`config.mk`:
```
export PLATFORM = sky130hd
export DESIGN_NAME = rld_vector
export DESIGN_NICKNAME = d
export VERILOG_FILES = /design/src/rld_pkg.sv /design/src/rld_vector.sv
export SDC_FILE = /design/constraint.sdc
export NUM_CORES = 1
export LEC_CHECK = 0
export BUFFER_PORTS_ARGS = -buffer_cell sky130_fd_sc_hd__buf_4
export CORE_MARGIN = 4
export CORE_UTILIZATION = 35
export CTS_BUF_LIST = sky130_fd_sc_hd__clkbuf_8
export CTS_CLUSTER_DIAMETER = 40
export DETAILED_ROUTE_END_ITERATION = 7
export SETUP_SLACK_MARGIN = 0.15
export SLEW_MARGIN = 40
export SYNTH_ARGS = -nofsm -noshare
export SYNTH_HDL_FRONTEND = slang
export SYNTH_SLANG_ARGS = --single-unit
export TNS_END_PERCENT = 1
```
`constraint.sdc`:
```
create_clock -name clk -period 6.5 [get_ports clk]
set_input_delay 0.975 -clock clk [delete_from_list [all_inputs] [get_ports clk]]
set_output_delay 0.975 -clock clk [all_outputs]
set_load 0.05 [all_outputs]
```
`src/rld_pkg.sv`:
```
// Shared types, constants and table functions for the ring longest-run direction finder.
`timescale 1ns / 1ps

package rld_pkg;

	// default ring size
	localparam int SENSORS_DEFAULT = 16;

	// internal angle units: 1/16384 degree
	localparam longint FULL_TURN    = 64'sd5898240;
	localparam longint HALF_TURN    = 64'sd2949120;
	localparam longint QUARTER_TURN = 64'sd1474560;
	localparam longint INV_GAIN_Q30 = 64'sd652032874;

	localparam int CORDIC_STEPS = 16;
	localparam int STEP_W       = $clog2(CORDIC_STEPS);
	localparam int ATAN_W       = 20;
	localparam int ANGLE_W      = 24;	// signed internal angle accumulator
	localparam int DIR_W        = 15;
	localparam int DIR_UNITS    = 23040;
	localparam int UNIT_W       = 16;	// Q1.14 plus sign

	typedef struct packed {
		logic [15:0] sensor_bitmap;
	} rld_in_t;

	typedef struct packed {
		logic [4:0]       run_length;
		logic [3:0]       run_start;
		logic             ball_seen;
		logic [DIR_W-1:0] direction;
	} rld_out_t;

	// arctangent of 2^-k in internal angle units
	function automatic logic [ATAN_W-1:0] atan_step(input logic [STEP_W-1:0] k);
		logic [ATAN_W-1:0] v;
		unique case (k)
			4'd0:    v = 20'd737280;
			4'd1:    v = 20'd435242;
			4'd2:    v = 20'd229970;
			4'd3:    v = 20'd116736;
			4'd4:    v = 20'd58595;
			4'd5:    v = 20'd29326;
			4'd6:    v = 20'd14667;
			4'd7:    v = 20'd7334;
			4'd8:    v = 20'd3667;
			4'd9:    v = 20'd1833;
			4'd10:   v = 20'd917;
			4'd11:   v = 20'd458;
			4'd12:   v = 20'd229;
			4'd13:   v = 20'd115;
			4'd14:   v = 20'd57;
			default: v = 20'd29;
		endcase
		return v;
	endfunction

	// Q1.14 cosine or sine of an internal angle; rotation CORDIC in Q2.30,
	// quadrant reduced, rounded half up and clamped. Used for constant tables.
	function automatic logic signed [UNIT_W-1:0] unit_cs(input longint ang, input bit want_sin);
		longint q;
		longint x;
		longint y;
		longint z;
		longint dx;
		longint dy;
		longint cr;
		longint sr;
		longint c;
		longint s;
		q = ang / QUARTER_TURN;
		z = ang - q * QUARTER_TURN;
		x = INV_GAIN_Q30;
		y = 0;
		for (int k = 0; k < CORDIC_STEPS; k++) begin
			dx = y >>> k;
			dy = x >>> k;
			if (z >= 0) begin
				x = x - dx;
				y = y + dy;
				z = z - longint'(atan_step(STEP_W'(k)));
			end else begin
				x = x + dx;
				y = y - dy;
				z = z + longint'(atan_step(STEP_W'(k)));
			end
		end
		cr = (x + 32768) >>> 16;
		sr = (y + 32768) >>> 16;
		if (cr > 16384) cr = 16384;
		if (cr < -16384) cr = -16384;
		if (sr > 16384) sr = 16384;
		if (sr < -16384) sr = -16384;
		if (q == 0) begin
			c = cr;
			s = sr;
		end else if (q == 1) begin
			c = -sr;
			s = cr;
		end else if (q == 2) begin
			c = -cr;
			s = -sr;
		end else begin
			c = sr;
			s = -cr;
		end
		return want_sin ? UNIT_W'(s) : UNIT_W'(c);
	endfunction

endpackage

```
`src/rld_vector.sv`:
```
// Iterative vectoring CORDIC: angle of the summed unit vectors in 1/64 degree.
`timescale 1ns / 1ps

module rld_vector #(
	parameter int SENSORS = rld_pkg::SENSORS_DEFAULT
) (
	input  logic                                    clk,
	input  logic                                    arst_n,
	input  logic                                    start,
	input  logic signed [$clog2(SENSORS)+15:0]      sx,
	input  logic signed [$clog2(SENSORS)+15:0]      sy,
	output logic                                    done,
	output logic [rld_pkg::DIR_W-1:0]               direction
);

	localparam int SUMW = $clog2(SENSORS) + 16;
	localparam int CW   = SUMW + 22;	// sums scaled by 2^20 plus CORDIC growth
	localparam int ZW   = rld_pkg::ANGLE_W;
	localparam logic signed [ZW-1:0] FullTurn = ZW'(rld_pkg::FULL_TURN);
	localparam logic signed [ZW-1:0] HalfTurn = ZW'(rld_pkg::HALF_TURN);

	logic                          run_q;
	logic                          fin_q;
	logic                          done_q;
	logic                          zero_q;
	logic [rld_pkg::STEP_W-1:0]    k_q;
	logic signed [CW-1:0]          x_q;
	logic signed [CW-1:0]          y_q;
	logic signed [ZW-1:0]          z_q;
	logic [rld_pkg::DIR_W-1:0]     dir_q;

	logic signed [CW-1:0]          x_init;
	logic signed [CW-1:0]          y_init;
	logic signed [CW-1:0]          dx;
	logic signed [CW-1:0]          dy;
	logic signed [ZW-1:0]          atan_z;
	logic signed [ZW-1:0]          wrapped;
	logic [ZW-1:0]                 rounded;
	logic [rld_pkg::DIR_W-1:0]     dir_raw;

	// scaled start vector
	assign x_init = CW'(sx) <<< 20;
	assign y_init = CW'(sy) <<< 20;

	// shared shift/add step
	assign dx     = y_q >>> k_q;
	assign dy     = x_q >>> k_q;
	assign atan_z = signed'(ZW'(rld_pkg::atan_step(k_q)));

	// wrap into one turn, round half up to 1/64 degree
	always_comb begin
		if (z_q < 0) begin
			wrapped = z_q + FullTurn;
		end else if (z_q >= FullTurn) begin
			wrapped = z_q - FullTurn;
		end else begin
			wrapped = z_q;
		end
		rounded = ZW'(wrapped) + ZW'(128);
		dir_raw = rounded[8 +: rld_pkg::DIR_W];
	end

	// sequencer
	always_ff @(posedge clk or negedge arst_n) begin
		if (!arst_n) begin
			run_q  <= 1'b0;
			fin_q  <= 1'b0;
			done_q <= 1'b0;
			k_q    <= '0;
		end else begin
			done_q <= fin_q && !start && !run_q;
			if (start) begin
				run_q <= 1'b1;
				k_q   <= '0;
			end else if (run_q) begin
				k_q <= k_q + 1'b1;
				if (k_q == rld_pkg::STEP_W'(rld_pkg::CORDIC_STEPS - 1)) begin
					run_q <= 1'b0;
					fin_q <= 1'b1;
				end
			end else if (fin_q) begin
				fin_q <= 1'b0;
			end
		end
	end

	// datapath
	always_ff @(posedge clk) begin
		if (start) begin
			zero_q <= (sx == '0) && (sy == '0);
			if (sx < 0) begin
				x_q <= -x_init;
				y_q <= -y_init;
				z_q <= HalfTurn;
			end else begin
				x_q <= x_init;
				y_q <= y_init;
				z_q <= '0;
			end
		end else if (run_q) begin
			if (y_q > 0) begin
				x_q <= x_q + dx;
				y_q <= y_q - dy;
				z_q <= z_q + atan_z;
			end else begin
				x_q <= x_q - dx;
				y_q <= y_q + dy;
				z_q <= z_q - atan_z;
			end
		end
		if (fin_q) begin
			if (zero_q || dir_raw >= rld_pkg::DIR_W'(rld_pkg::DIR_UNITS)) begin
				dir_q <= '0;
			end else begin
				dir_q <= dir_raw;
			end
		end
	end

	assign done      = done_q;
	assign direction = dir_q;

endmodule

```
==> results by group <==
Outcome
  • Status: finished clean

Cells and area
  • Fin util: 39.0%
  • Filler Cells Inserted: 5640
  • Area delta synth->final: 9.95%
  • Share of cells above drive strength 1: 15.1%
  • Nets: 2513

Timing
  • Setup Viol. Count Final: 0
  • Final Max Tran Viols: 0
  • Final setup margin: 0.336 ns
  • Max_slew headroom: 42.0%
  • Final min period: 6.16 ns
  • Final Hold Viols: 0
  • Fin Clk Skew: 0.0344 ns
  • Period utilization: 94.8%
  • Setup TNS: 0 ns
  • Unrepaired setup endpoints after global routing: yes
  • Worst Tran Pin Value: 0.862 ns
  • Max Freq: 162 MHz

Synth
  • Synthesized cell area: 19600 sq um
  • Most numerous cell in the Yosys netlist: nand2_1
  • Net Count, Synth: 2483
  • Most used DFF post-synth: edfxtp_1
  • Yosys top cell area share: 19.0%
  • Yosys reg bits: 131
  • EDFF count, synth: 124
  • Synth warnings: 0
  • Mean post-synth cell area: 8.47 sq um
  • Part of the Yosys area used for sequential elements: 19.9%
  • Synth area leader: edfxtp_1
  • Ys async rst share: 5.34%
  • Distinct cells, synth: 89
  • Syn Inst Count: 2315
  • Most frequent cells after synthesis: nand2_1, nor2_1, o21ai_0, a21oi_1, xnor2_1
  • Largest cells by area after synthesis: edfxtp_1, mux4_2, ha_1

Clock network
  • H-tree depth: 4
  • Clk_lat worst skew: 0.59 ns
  • CTS Buf Count: 17
  • Sink Count: 131
  • Worst-path clk slew: 0.09 ns
  • TritonCTS clock tree: yes
  • Clk buf depth: 2
  • CTS root buf: clkbuf_8

Detailed routing
  • Max layer used: met4
  • Met1 wire length: 28000 um
  • Drc violations: 0
  • DR vias/cell: 6.06
  • Final wirelength: 64200 um
  • Initial DRC Count: 1671
  • Metal2 WL: 29500 um
  • Drt first pass iters: 6
  • Wire length on met3: 4200 um
  • Total number of vias: 18800
  • Final ANT Viol Nets: 0
  • Avg WL per Cell: 20.6 um

Worst setup path
  • CP arrival: 6.46 ns
  • Worst-path fanout max: 25
  • CP endpoint kind: flop
  • Reg2reg start: y_q[2]$_SDFFCE_PP0P_
  • Worst setup path startpoint: y_q[2]$_SDFFCE_PP0P_
  • Critical Path RT: 6.80 ns
  • WS Path Type: flop to flop
  • Crit path launch type: flop

GRT
  • Gr usage total: 20.8%
  • Number of global-route vias before repair: 17900
  • Gr ovfl total: 0
  • Initial antenna violation count: 1
  • Largest net degree at the start of global routing: 80
  • First-pass GRT wire length: 100000 um

Place
  • Worst slack, placed: 0.200 ns
  • HPWL Detailed: 48500 um
  • GPL Wtd Cong: 0.926
  • I/O Buffers: 58

Floorplan
  • Initial Util: 35.5%
  • Area of the die: 59900 sq um
  • Die H: 245 um
  • I/O pins: 59
  • CORE AREA: 55300 sq um
  • Row count: 86
  • Die width: 245 um

Run
  • MaxCap Viol Count: 0

Min path
  • Hold/Removal Path Class: primary input to async pin
## worst paths after layout
kind | end | slack (ns) | depth (start not counted)
max | x_q[38]$_DFFE_PP_ | 0.34 | 20
min | k_q[0]$_DFFE_PN0P_ | 0.23 | 1
max reg2reg | x_q[38]$_DFFE_PP_ | 0.34 | 20
min reg2reg | direction[13]$_SDFFCE_PP0P_ | 0.67 | 1
max in group asynchronous | k_q[1]$_DFFE_PN0P_ | 6.12 | 1
min in group clk | direction[13]$_SDFFCE_PP0P_ | 0.67 | 1
## what timing repair did
item,4_1_cts,5_1_grt
endpoints found under the hold margin,0,0
setup buffers,0,12
resized for setup,0,6
setup endpoints to repair,0,22
hold buffers,0,0
## worst max-delay path: stages, from the launching register on
cell,delay [ns]
edfxtp_1,0.47
nor4_1,0.45
buf_4,0.22
nand4_1,0.20
nor3_1,0.47
nor2_2,0.11
inv_2,0.34
buf_4,0.39
buf_4,0.38
a21oi_1,0.11
xor2_1,0.17
ha_1,0.35
and2_1,0.19
o21ai_0,0.14
o211ai_1,0.12
a21o_1,0.22
o211ai_1,0.42
a2111oi_2,0.20
o22a_1,0.29
a2111oi_1,0.49
o21ai_0,0.16
## metal layers
metal | vias up | global-route usage (%)
met5 | - | 0
met4 | 0 | 8.44
met3 | 134 | 3.33
met2 | 780 | 34.0
met1 | 9118 | 27.6
li1 | 8792 | -
## layout make-up
cell class	instances	area, sq um	area share (%)
Multi-Input combinational cell	1984	14900	69.0
Sequential cell	131	3910	18.2
Timing Repair Buffer	139	1150	5.33
Tap cell	748	936	4.34
Inverter	72	270	1.25
Clock buffer	17	234	1.09
Clock inverter	15	188	0.870
Antenna cell	1	2.50	0.0116
## registers in the layout, summed over array words and instances, names as in the netlist
name and flops:
fin_q 1, direction 15, z_q 24, zero_q 1, k_q 4, run_q 1, y_q 42, done 1
x_q 42
## through the flow
stage | hold slack (ns) | instances | area [sq um]
final | 0.226 | 3107 | 21600
after CTS | 0.163 | 3092 | 21400
after global placement | 0.652 | 3060 | 21000
after detailed placement | 0.637 | 3060 | 21000
after floorplan | 0.537 | 2315 | 19600
after global routing | 0.194 | 3107 | 21600
## cell usage in the layout, fill, tap and decap left out, drive strengths merged, types with 11 or more instances in the layout
cell type | Yosys | final
o31ai | 29 | 29
a21oi | 143 | 143
mux4 | 96 | 96
a21o | 50 | 50
xor2 | 81 | 81
or3 | 28 | 28
nand2 | 243 | 243
nand2b | 38 | 38
nor4 | 27 | 27
and2 | 14 | 14
nor2b | 24 | 24
mux2i | 84 | 84
a31oi | 38 | 38
nor2 | 212 | 212
nor3 | 52 | 52
clkbuf | 61 | 18
o21ai | 161 | 161
ha | 122 | 122
xnor2 | 135 | 135
nand4 | 24 | 24
o21a | 23 | 23
edfxtp | 124 | 124
and3 | 11 | 11
mux2 | 35 | 35
nand3 | 62 | 62
o311ai | 11 | 11
o21bai | 14 | 14
a211oi | 23 | 23
or2 | 16 | 16
buf | 67 | 138
o211ai | 23 | 23
inv | 72 | 83
o22ai | 11 | 11
nor3b | 16 | 16
## kinds of logic after synthesis
group	after synthesis	share of synthesized area [%]
AO/OA/AOI/OAI	634	21.0
multiplexers	215	17.3
XOR/XNOR	216	9.65
AND/OR/NAND/NOR	794	19.7
flip-flops	131	19.9
adder cells (fa/ha/maj)	125	8.09
buffers and inverters	200	4.42
Power is left out: the tool's default activity adds up to more than one toggle a clock period on the data nets, which glitch-free logic cannot reach.
